==> config.mk <==
export PLATFORM = sky130hd
export DESIGN_NAME = md5_message_digest_flat
export DESIGN_NICKNAME = d
export VERILOG_FILES = /design/src/sv/md5_pkg.sv /design/src/sv/md5_byte_if.sv /design/src/sv/md5_digest_if.sv /design/src/sv/md5_step.sv /design/src/sv/md5_message_digest.sv /design/src/flat_wrapper.sv
export VERILOG_INCLUDE_DIRS = /design/src /design/src/sv
export SDC_FILE = /design/constraint.sdc
export NUM_CORES = 2
export LEC_CHECK = 0
export ABC_CLOCK_PERIOD_IN_PS = 10900
export BUFFER_PORTS_ARGS = -buffer_cell sky130_fd_sc_hd__buf_2
export CAP_MARGIN = 15
export CORE_MARGIN = 2
export CORE_UTILIZATION = 24
export CTS_CLUSTER_SIZE = 25
export DETAILED_ROUTE_END_ITERATION = 10
export REMOVE_ABC_BUFFERS = 1
export SETUP_SLACK_MARGIN = 0.5
export SYNTH_ARGS = -nofsm -noshare
export SYNTH_HDL_FRONTEND = slang
export SYNTH_SLANG_ARGS = --single-unit
export TNS_END_PERCENT = 50
==> constraint.sdc <==
create_clock -name clk -period 10.9 [get_ports clk]
set_clock_uncertainty 0.1 [all_clocks]
set_input_delay 0.545 -clock clk [delete_from_list [all_inputs] [get_ports clk]]
set_output_delay 0.545 -clock clk [all_outputs]
set_load 0.01 [all_outputs]
==> src/sv/md5_message_digest_assert.svh <==
// Assertion macros for the MD5 digest engine.
`ifndef MD5_MESSAGE_DIGEST_ASSERT_SVH
`define MD5_MESSAGE_DIGEST_ASSERT_SVH

// Check that cons holds in the same cycle as ante.
`define MD5_ASSERT_SAME(label, clk, rst_n, ante, cons) \
	label: assert property (@(posedge clk) disable iff (!rst_n) (ante) |-> (cons)) \
		else $error("md5: same-cycle check failed");

// Check that cons holds in the cycle after ante.
`define MD5_ASSERT_NEXT(label, clk, rst_n, ante, cons) \
	label: assert property (@(posedge clk) disable iff (!rst_n) (ante) |=> (cons)) \
		else $error("md5: next-cycle check failed");

`endif

==> src/sv/md5_pkg.sv <==
// Shared types, constants and helper functions of the MD5 digest engine.
package md5_pkg;

	typedef enum logic [2:0] {
		ST_IDLE,
		ST_PAD,
		ST_LEN,
		ST_LOAD,
		ST_STEP,
		ST_ADD,
		ST_EMIT
	} md5_state_t;

	// What follows the chaining add of a compression.
	typedef enum logic [1:0] {
		JOB_ABSORB,
		JOB_PAD,
		JOB_LEN,
		JOB_OUT
	} md5_job_t;

	typedef struct packed {
		logic [31:0] a;
		logic [31:0] b;
		logic [31:0] c;
		logic [31:0] d;
	} md5_abcd_t;

	localparam logic [1:0] ACT_ABSORB        = 2'd0;
	localparam logic [1:0] ACT_ABSORB_FINISH = 2'd1;
	localparam logic [1:0] ACT_FINISH        = 2'd2;

	localparam logic [7:0] PAD_BYTE = 8'h80;

	localparam md5_abcd_t INIT_CHAIN = '{
		a: 32'h67452301,
		b: 32'hefcdab89,
		c: 32'h98badcfe,
		d: 32'h10325476
	};

	localparam logic [31:0] STEP_CONST [64] = '{
		32'hd76aa478, 32'he8c7b756, 32'h242070db, 32'hc1bdceee,
		32'hf57c0faf, 32'h4787c62a, 32'ha8304613, 32'hfd469501,
		32'h698098d8, 32'h8b44f7af, 32'hffff5bb1, 32'h895cd7be,
		32'h6b901122, 32'hfd987193, 32'ha679438e, 32'h49b40821,
		32'hf61e2562, 32'hc040b340, 32'h265e5a51, 32'he9b6c7aa,
		32'hd62f105d, 32'h02441453, 32'hd8a1e681, 32'he7d3fbc8,
		32'h21e1cde6, 32'hc33707d6, 32'hf4d50d87, 32'h455a14ed,
		32'ha9e3e905, 32'hfcefa3f8, 32'h676f02d9, 32'h8d2a4c8a,
		32'hfffa3942, 32'h8771f681, 32'h6d9d6122, 32'hfde5380c,
		32'ha4beea44, 32'h4bdecfa9, 32'hf6bb4b60, 32'hbebfbc70,
		32'h289b7ec6, 32'heaa127fa, 32'hd4ef3085, 32'h04881d05,
		32'hd9d4d039, 32'he6db99e5, 32'h1fa27cf8, 32'hc4ac5665,
		32'hf4292244, 32'h432aff97, 32'hab9423a7, 32'hfc93a039,
		32'h655b59c3, 32'h8f0ccc92, 32'hffeff47d, 32'h85845dd1,
		32'h6fa87e4f, 32'hfe2ce6e0, 32'ha3014314, 32'h4e0811a1,
		32'hf7537e82, 32'hbd3af235, 32'h2ad7d2bb, 32'heb86d391
	};

	localparam logic [4:0] ROT_AMOUNT [16] = '{
		5'd7, 5'd12, 5'd17, 5'd22, 5'd5, 5'd9, 5'd14, 5'd20,
		5'd4, 5'd11, 5'd16, 5'd23, 5'd6, 5'd10, 5'd15, 5'd21
	};

	// Message word used by step idx, all arithmetic mod 16.
	function automatic logic [3:0] msg_index(input logic [5:0] idx);
		logic [3:0] i;
		logic [3:0] g;
		i = idx[3:0];
		unique case (idx[5:4])
			2'd0: g = i;
			2'd1: g = i + {i[1:0], 2'b00} + 4'd1;
			2'd2: g = i + {i[2:0], 1'b0} + 4'd5;
			2'd3: g = {i[0], 3'b000} - i;
			default: g = i;
		endcase
		return g;
	endfunction

	function automatic logic [31:0] rotl32(input logic [31:0] v, input logic [4:0] s);
		logic [63:0] dbl;
		dbl = {v, v} << s;
		return dbl[63:32];
	endfunction

	function automatic logic [31:0] bswap32(input logic [31:0] v);
		return {v[7:0], v[15:8], v[23:16], v[31:24]};
	endfunction

endpackage

==> src/sv/md5_byte_if.sv <==
// Input channel: one message byte and its action code per word.
interface md5_byte_if;
	logic       valid;
	logic       ready;
	logic [1:0] action;
	logic [7:0] data_byte;

	modport source(output valid, output action, output data_byte, input ready);
	modport sink(input valid, input action, input data_byte, output ready);
endinterface

==> src/sv/md5_digest_if.sv <==
// Output channel: one 128-bit digest per word, split in two halves.
interface md5_digest_if;
	logic        valid;
	logic        ready;
	logic [63:0] digest_first_half;
	logic [63:0] digest_second_half;

	modport source(output valid, output digest_first_half, output digest_second_half,
		input ready);
	modport sink(input valid, input digest_first_half, input digest_second_half,
		output ready);
endinterface

==> src/sv/md5_step.sv <==
// One MD5 compression step: round function, add, rotate and word shift.
module md5_step (
	input  md5_pkg::md5_abcd_t cur,
	input  logic [31:0]        km,
	input  logic [5:0]         idx,
	output md5_pkg::md5_abcd_t nxt
);

	logic [31:0] f;
	logic [31:0] sum;
	logic [31:0] rot;

	always_comb begin
		unique case (idx[5:4])
			2'd0: f = ((cur.c ^ cur.d) & cur.b) ^ cur.d;
			2'd1: f = ((cur.b ^ cur.c) & cur.d) ^ cur.c;
			2'd2: f = cur.b ^ cur.c ^ cur.d;
			2'd3: f = (~cur.d | cur.b) ^ cur.c;
			default: f = cur.b ^ cur.c ^ cur.d;
		endcase
	end

	// km already holds step constant plus message word
	assign sum = cur.a + f + km;
	assign rot = md5_pkg::rotl32(sum, md5_pkg::ROT_AMOUNT[{idx[5:4], idx[1:0]}]);

	assign nxt.a = cur.d;
	assign nxt.b = rot + cur.b;
	assign nxt.c = cur.b;
	assign nxt.d = cur.c;

endmodule

==> src/sv/md5_message_digest.sv <==
// Top level of the streaming MD5 digest engine.
//
//   channel   dir   payload                                   role
//   bytes     in    action[1:0], data_byte[7:0]               message bytes and finish
//   digest    out   digest_first_half, digest_second_half     128-bit digest
//
// A byte word is taken when offered while bytes.ready is high, which is only while the sequencer idles.
// A full 64-byte block then passes through the single step unit (load, 64 steps,
// chaining add), and no new bytes are taken until that compression is done.
// Finish adds pad, length, one or two compressions and an emit state.
// The digest sits in an output register; new bytes are taken while it waits.
// Reset (arst_n low) restores the initial chaining words, fill and length at once.
`include "md5_message_digest_assert.svh"

module md5_message_digest (
	input  logic        clk,
	input  logic        arst_n,
	md5_byte_if.sink    bytes,
	md5_digest_if.source digest
);

	md5_pkg::md5_state_t state_q, state_d;
	md5_pkg::md5_job_t   job_q, job_d;

	logic        long_q;         // finish needs a second block for the length
	logic [5:0]  fill_q;         // bytes pending in the block
	logic [60:0] nbytes_q;       // message length in bytes, bit length mod 2^64
	logic [5:0]  step_q;
	logic [31:0] km_q;
	logic [31:0] blk_q [16];

	md5_pkg::md5_abcd_t chain_q;
	md5_pkg::md5_abcd_t work_q;
	md5_pkg::md5_abcd_t work_nxt;

	logic        out_valid_q;
	logic [63:0] out_first_q;
	logic [63:0] out_second_q;

	// control decode
	logic        accept;
	logic        has_byte;
	logic        wants_fin;
	logic        blk_full;
	logic        emit_fire;
	logic        wr_byte_en;
	logic [7:0]  wr_byte;
	logic [63:0] bit_len;
	logic [5:0]  km_idx;
	logic [31:0] km_d;

	// Merge one byte into its word; a byte that starts a word clears the rest.
	function automatic logic [31:0] put_byte(input logic [31:0] w, input logic [7:0] b,
		input logic [1:0] pos);
		logic [31:0] shifted;
		shifted = {24'd0, b} << {pos, 3'b000};
		return (pos == 2'd0) ? shifted : (w | shifted);
	endfunction

	assign bytes.ready               = (state_q == md5_pkg::ST_IDLE);
	assign digest.valid              = out_valid_q;
	assign digest.digest_first_half  = out_first_q;
	assign digest.digest_second_half = out_second_q;

	always_comb begin
		accept    = bytes.valid && bytes.ready;
		has_byte  = accept && (bytes.action == md5_pkg::ACT_ABSORB ||
			bytes.action == md5_pkg::ACT_ABSORB_FINISH);
		wants_fin = accept && (bytes.action == md5_pkg::ACT_ABSORB_FINISH ||
			bytes.action == md5_pkg::ACT_FINISH);
		blk_full  = has_byte && (fill_q == 6'd63);
		emit_fire = (state_q == md5_pkg::ST_EMIT) && (!out_valid_q || digest.ready);
		// pad writes 0x80 at the fill position the same way a message byte goes in
		wr_byte_en = has_byte || (state_q == md5_pkg::ST_PAD);
		wr_byte    = (state_q == md5_pkg::ST_PAD) ? md5_pkg::PAD_BYTE : bytes.data_byte;
		bit_len    = {nbytes_q, 3'b000};
		// prefetch constant plus message word for the next step
		km_idx = (state_q == md5_pkg::ST_LOAD) ? 6'd0 : step_q + 6'd1;
		km_d   = md5_pkg::STEP_CONST[km_idx] + blk_q[md5_pkg::msg_index(km_idx)];
	end

	// next state
	always_comb begin
		state_d = state_q;
		job_d   = job_q;
		unique case (state_q)
			md5_pkg::ST_IDLE: begin
				if (blk_full) begin
					state_d = md5_pkg::ST_LOAD;
					job_d   = wants_fin ? md5_pkg::JOB_PAD : md5_pkg::JOB_ABSORB;
				end else if (wants_fin) begin
					state_d = md5_pkg::ST_PAD;
				end
			end
			md5_pkg::ST_PAD: begin
				if (fill_q[5:3] == 3'b111) begin
					state_d = md5_pkg::ST_LOAD;
					job_d   = md5_pkg::JOB_LEN;
				end else begin
					state_d = md5_pkg::ST_LEN;
				end
			end
			md5_pkg::ST_LEN: begin
				state_d = md5_pkg::ST_LOAD;
				job_d   = md5_pkg::JOB_OUT;
			end
			md5_pkg::ST_LOAD: state_d = md5_pkg::ST_STEP;
			md5_pkg::ST_STEP: begin
				if (step_q == 6'd63) begin
					state_d = md5_pkg::ST_ADD;
				end
			end
			md5_pkg::ST_ADD: begin
				unique case (job_q)
					md5_pkg::JOB_ABSORB: state_d = md5_pkg::ST_IDLE;
					md5_pkg::JOB_PAD:    state_d = md5_pkg::ST_PAD;
					md5_pkg::JOB_LEN:    state_d = md5_pkg::ST_LEN;
					md5_pkg::JOB_OUT:    state_d = md5_pkg::ST_EMIT;
					default:             state_d = md5_pkg::ST_IDLE;
				endcase
			end
			md5_pkg::ST_EMIT: begin
				if (emit_fire) begin
					state_d = md5_pkg::ST_IDLE;
				end
			end
			default: state_d = md5_pkg::ST_IDLE;
		endcase
	end

	md5_step u_step (
		.cur (work_q),
		.km  (km_q),
		.idx (step_q),
		.nxt (work_nxt)
	);

	// control state
	always_ff @(posedge clk or negedge arst_n) begin
		if (!arst_n) begin
			state_q     <= md5_pkg::ST_IDLE;
			job_q       <= md5_pkg::JOB_ABSORB;
			long_q      <= 1'b0;
			fill_q      <= 6'd0;
			nbytes_q    <= 61'd0;
			step_q      <= 6'd0;
			chain_q     <= md5_pkg::INIT_CHAIN;
			out_valid_q <= 1'b0;
		end else begin
			state_q <= state_d;
			job_q   <= job_d;
			if (has_byte) begin
				fill_q   <= fill_q + 6'd1;
				nbytes_q <= nbytes_q + 61'd1;
			end
			if (state_q == md5_pkg::ST_PAD) begin
				// remember whether the length goes in a block of its own
				long_q <= (fill_q[5:3] == 3'b111);
				fill_q <= 6'd0;
			end
			if (state_q == md5_pkg::ST_LOAD) begin
				step_q <= 6'd0;
			end else if (state_q == md5_pkg::ST_STEP) begin
				step_q <= step_q + 6'd1;
			end
			if (state_q == md5_pkg::ST_ADD) begin
				chain_q.a <= chain_q.a + work_q.a;
				chain_q.b <= chain_q.b + work_q.b;
				chain_q.c <= chain_q.c + work_q.c;
				chain_q.d <= chain_q.d + work_q.d;
			end
			if (emit_fire) begin
				// start the next message from the initial chaining words
				chain_q     <= md5_pkg::INIT_CHAIN;
				nbytes_q    <= 61'd0;
				out_valid_q <= 1'b1;
			end else if (digest.ready) begin
				out_valid_q <= 1'b0;
			end
		end
	end

	// payload: working words, prefetched step operand, digest register
	always_ff @(posedge clk) begin
		if (state_q == md5_pkg::ST_LOAD) begin
			work_q <= chain_q;
		end else if (state_q == md5_pkg::ST_STEP) begin
			work_q <= work_nxt;
		end
		if (state_q == md5_pkg::ST_LOAD || state_q == md5_pkg::ST_STEP) begin
			km_q <= km_d;
		end
		if (emit_fire) begin
			out_first_q  <= {md5_pkg::bswap32(chain_q.a), md5_pkg::bswap32(chain_q.b)};
			out_second_q <= {md5_pkg::bswap32(chain_q.c), md5_pkg::bswap32(chain_q.d)};
		end
	end

	// block buffer: each word updates in place
	always_ff @(posedge clk) begin
		for (int k = 0; k < 16; k++) begin
			if (wr_byte_en && (4'(k) == fill_q[5:2])) begin
				blk_q[k] <= put_byte(blk_q[k], wr_byte, fill_q[1:0]);
			end else if ((state_q == md5_pkg::ST_PAD) && (4'(k) > fill_q[5:2])) begin
				// zero the words past the pad byte
				blk_q[k] <= 32'd0;
			end else if (state_q == md5_pkg::ST_LEN) begin
				if (k == 14) begin
					blk_q[k] <= bit_len[31:0];
				end else if (k == 15) begin
					blk_q[k] <= bit_len[63:32];
				end else if (long_q) begin
					blk_q[k] <= 32'd0;
				end
			end
		end
	end

	`MD5_ASSERT_SAME(a_out_from_emit, clk, arst_n, $rose(out_valid_q), $past(state_q) == md5_pkg::ST_EMIT)
	`MD5_ASSERT_SAME(a_load_block_aligned, clk, arst_n, state_q == md5_pkg::ST_LOAD, fill_q == 6'd0)
	`MD5_ASSERT_NEXT(a_restart_after_emit, clk, arst_n, emit_fire, (chain_q == md5_pkg::INIT_CHAIN) && (nbytes_q == 61'd0))

endmodule

==> src/flat_wrapper.sv <==
// flat-port wrapper written by rule: the top's interface ports become plain ports
module md5_message_digest_flat 
  (clk, arst_n, bytes_valid, bytes_action, bytes_data_byte, bytes_ready, digest_valid, digest_digest_first_half, digest_digest_second_half, digest_ready);
  md5_byte_if bytes_i ();
  md5_digest_if digest_i ();
  input  logic clk;
  input  logic arst_n;
  input wire logic [$bits(bytes_i.valid)-1:0] bytes_valid;
  input wire logic [$bits(bytes_i.action)-1:0] bytes_action;
  input wire logic [$bits(bytes_i.data_byte)-1:0] bytes_data_byte;
  output wire logic [$bits(bytes_i.ready)-1:0] bytes_ready;
  output wire logic [$bits(digest_i.valid)-1:0] digest_valid;
  output wire logic [$bits(digest_i.digest_first_half)-1:0] digest_digest_first_half;
  output wire logic [$bits(digest_i.digest_second_half)-1:0] digest_digest_second_half;
  input wire logic [$bits(digest_i.ready)-1:0] digest_ready;
  assign bytes_i.valid = bytes_valid;
  assign bytes_i.action = bytes_action;
  assign bytes_i.data_byte = bytes_data_byte;
  assign bytes_ready = bytes_i.ready;
  assign digest_valid = digest_i.valid;
  assign digest_digest_first_half = digest_i.digest_first_half;
  assign digest_digest_second_half = digest_i.digest_second_half;
  assign digest_i.ready = digest_ready;
  md5_message_digest u_core (.clk(clk), .arst_n(arst_n), .bytes(bytes_i), .digest(digest_i));
endmodule
==> impl_metrics.py <==
metrics = {
    "grt": {
        "grt_pass1_wl_um": 319000,
        "grtUsageTotal_pct": 15.2,
        "grt_max_degree": 159,
        "overflow": 0,
        "antenna_found_initial": 13,
        "grt_pass1_vias": 49076,
    },
    "timing": {
        "final.min_clock_period_ns": 9.53,
        "hold_slack_ns": 0.0802,
        "rsz0062_at_grt": "false",
        "slew_headroom_pct": 17.3,
        "slew_violations": 0,
        "max_freq_mhz": 105,
        "post-route-period-util_pct": 87.4,
        "finalHoldViolations": 0,
        "fin_setup_tns_ns": 0,
        "worst_pin_slew_ns": 1.23,
        "finalSetupViolCount": 0,
    },
    "worst_setup_path": {
        "crit_top_cell": "a21oi_1",
        "critPathKind": "flop to flop",
        "slowest_stage": "o311ai_2",
        "max_stage_delay_ns": 0.97,
        "cp.arrival_ns": 9.88,
        "end_kind": "flop",
        "cp-start-kind": "flop",
        "crit_required_ns": 11.26,
        "crit_path_max_fanout": 63,
    },
    "routing": {
        "wl_um": 214000,
        "drt-initial-drc-count": 6057,
        "firstDrtPassIters": 8,
        "drc": 0,
        "ant_nets": 0,
        "dr_total_vias": 51558,
        "vias_per_cell": 5.14,
        "avgRoutedWirePerCell_um": 21.3,
    },
    "outcome": {
        "status": "finished, final reports clean",
    },
    "worst_hold_path": {
        "hold_class": "input port to flop",
    },
    "clocking": {
        "cts-root-buf": "clkbuf_16",
        "cts_buffer_depth": 3,
        "path_clk_slew_ns": 0.06,
        "numCtsBuffers": 104,
        "cts_tree": "built",
        "clkLatencyLatePin_ns": 0.80,
        "cts-htree-levels": 3,
        "cts.sinks": 1008,
    },
    "finish": {
        "fillCellCount": 27825,
        "final_layout_size_suffix_gt1_share_pct": 11.4,
        "regArea_sq_um": 29000,
        "layout-area-overhead-vs-synth_pct": 13.1,
        "multi_input_area_sq_um": 32300,
        "nNetsFinal": 6710,
    },
    "synthesis": {
        "ys_types": 98,
        "netlist_area_sq_um": 63700,
        "synth_seq_cells": 1008,
        "synth_area_per_cell_sq_um": 9.84,
        "yosys_most_used_dff": "edfxtp_1",
        "syn_inst": 6469,
        "async_flop_share_pct": 20.6,
        "synth_warnings": 0,
        "synth-edff-count": 768,
        "yosysSeqAreaShare_pct": 45.5,
    },
    "floorplanning": {
        "dieWidth_um": 519,
        "fp-row-count": 189,
        "chipHeight_um": 519,
        "io_pins": 144,
        "die_area_sq_um": 269000,
        "initial_utilization_pct": 24.1,
        "core_area_sq_um": 264000,
    },
    "placed_design": {
        "port_buffers": 143,
        "hpwl_um": 145000,
        "place.gp.congestion": 0.913,
    },
    "flow_run": {
        "maxCapViolCount": 0,
    },
}
## timing repair
action | CTS | global route
hold buffers | 1 | 0
hold endpoints to repair | 50 | 0
setup buffers | 0 | 0
endpoints found under the setup margin | 0 | 1
resized for setup | 0 | 1
## cells in the final DEF, fill, tap and decap left out, types with 20 or more instances in the layout
cell type,instances
o21bai_1,31
xor2_1,140
nand3_1,173
ha_1,246
dfstp_2,64
buf_4,101
nand2_1,703
a21oi_1,815
nand2b_1,464
o21a_1,35
dfrtp_1,142
and3_1,33
xnor2_1,149
clkinv_2,25
buf_2,142
a21o_1,82
a211oi_1,77
mux2i_1,103
clkbuf_1,25
nand4_1,37
o21ai_1,21
or2_2,38
mux4_2,129
inv_1,258
o311ai_0,20
a31oi_1,41
o31ai_1,21
or3_1,40
clkbuf_16,106
nor3_1,56
edfxtp_1,768
nor2b_1,57
dfxtp_1,32
o211ai_1,121
fa_1,39
a22o_1,64
nor2_1,325
o21ai_0,437
## stage by stage
step / cells / utilization (%) / cell area, sq um / setup slack [ns]
floorplan: 6052 / - / 62000 / -12.65
global route: 10037 / 27.2 / 72000 / 0.729
CTS: 10032 / 27.2 / 71900 / 1.28
detailed placement: 9833 / 25.8 / 68300 / 1.26
finish: 10038 / 27.2 / 72000 / 1.37
global placement: 9833 / 25.8 / 68300 / 1.40
## routing by layer
layer	part of all wire (%)	GRT usage (%)	wire length, um	vias to the layer above
li1	-	-	-	23451
met1	45	21.6	95200	25558
met2	45	23.9	96600	2166
met3	7.4	2.23	15800	373
met4	2.9	4.30	6180	10
met5	0.033	0	71	-
## state kept, by name, summed over array words and instances, names as in the netlist, 2 cells and up
name	count
u_core.chain_q	128
u_core.state_q	3
u_core.digest.digest_second_half	64
u_core.blk_q	512
u_core.digest.digest_first_half	64
u_core.fill_q	6
u_core.work_q	128
u_core.step_q	6
u_core.job_q	2
u_core.nbytes_q	61
u_core.km_q	32
## critical path: cells and delay by family (launching register included)
family                     cells  cell delay, ns
muxes                          1            0.18
xor gates and xnor gates       3            0.69
adders and majority gates      3            1.19
AOI/OAI and AO/OA             17            5.04
buffers and inverters          2            0.62
DFF                            1            0.52
and+or+nand+nor                6            0.90
## cell type report
type / count / share of cell area [%]
Multi-Input combinational cell: 4781 / 44.9
Tap cell: 3533 / 6.14
Clock inverter: 60 / 1.07
Inverter: 263 / 1.39
Antenna cell: 3 / 0.0104
Timing Repair Buffer: 252 / 2.26
Sequential cell: 1008 / 40.3
Clock buffer: 138 / 3.95
## cell families (layout without fill, tap and decap cells)
| group | count (synthesis) | count (layout) | synth area share, % |
|---|---|---|---|
| compound gates | 1950 | 1950 | 18.4 |
| xor+xnor | 293 | 293 | 4.06 |
| fa+ha+maj | 286 | 286 | 6.08 |
| buf+inv | 680 | 713 | 4.10 |
| flops | 1008 | 1008 | 45.5 |
| mux | 250 | 250 | 6.50 |
| other cells | 0 | 3 | 0 |
| simple gates | 2002 | 2002 | 15.3 |
## path summary, 6_finish.rpt
| path | from | endpoint | slack [ns] | depth (start not counted) |
|---|---|---|---|---|
| hold reg to reg | u_core.blk_q[8][20] | u_core.blk_q[8][20] | 0.35 | 2 |
| hold / removal | bytes_valid | u_core.job_q[0] | 0.08 | 3 |
| min in group asynchronous | arst_n | u_core.chain_q[7] | 0.32 | 2 |
| setup reg to reg | u_core.step_q[5] | u_core.work_q[94] | 1.37 | 32 |
| max in group asynchronous | arst_n | u_core.nbytes_q[25] | 9.14 | 3 |
| setup / recovery | u_core.step_q[5] | u_core.work_q[94] | 1.37 | 32 |
## cell usage after synthesis (56+ instances only)
cell | n | area (sq um)
nor2_1 | 330 | 1240
o21ai_0 | 447 | 2240
ha_1 | 247 | 3090
xor2_1 | 140 | 1230
edfxtp_1 | 768 | 23100
dfrtp_1 | 144 | 3600
a21o_1 | 82 | 616
nand2b_1 | 464 | 2900
a22o_1 | 64 | 561
a211oi_1 | 77 | 578
nor2b_1 | 57 | 357
clkbuf_1 | 337 | 1260
inv_1 | 259 | 972
nand3_1 | 174 | 871
xnor2_1 | 151 | 1320
a21oi_1 | 817 | 4090
nor3_1 | 56 | 280
dfstp_2 | 64 | 1680
nand2_1 | 707 | 2650
mux2i_1 | 104 | 1040
o211ai_1 | 121 | 908
mux4_2 | 129 | 2910
Power is not shown: default switching activity piles up to over one toggle a cycle in this logic, so the estimate is an artifact.
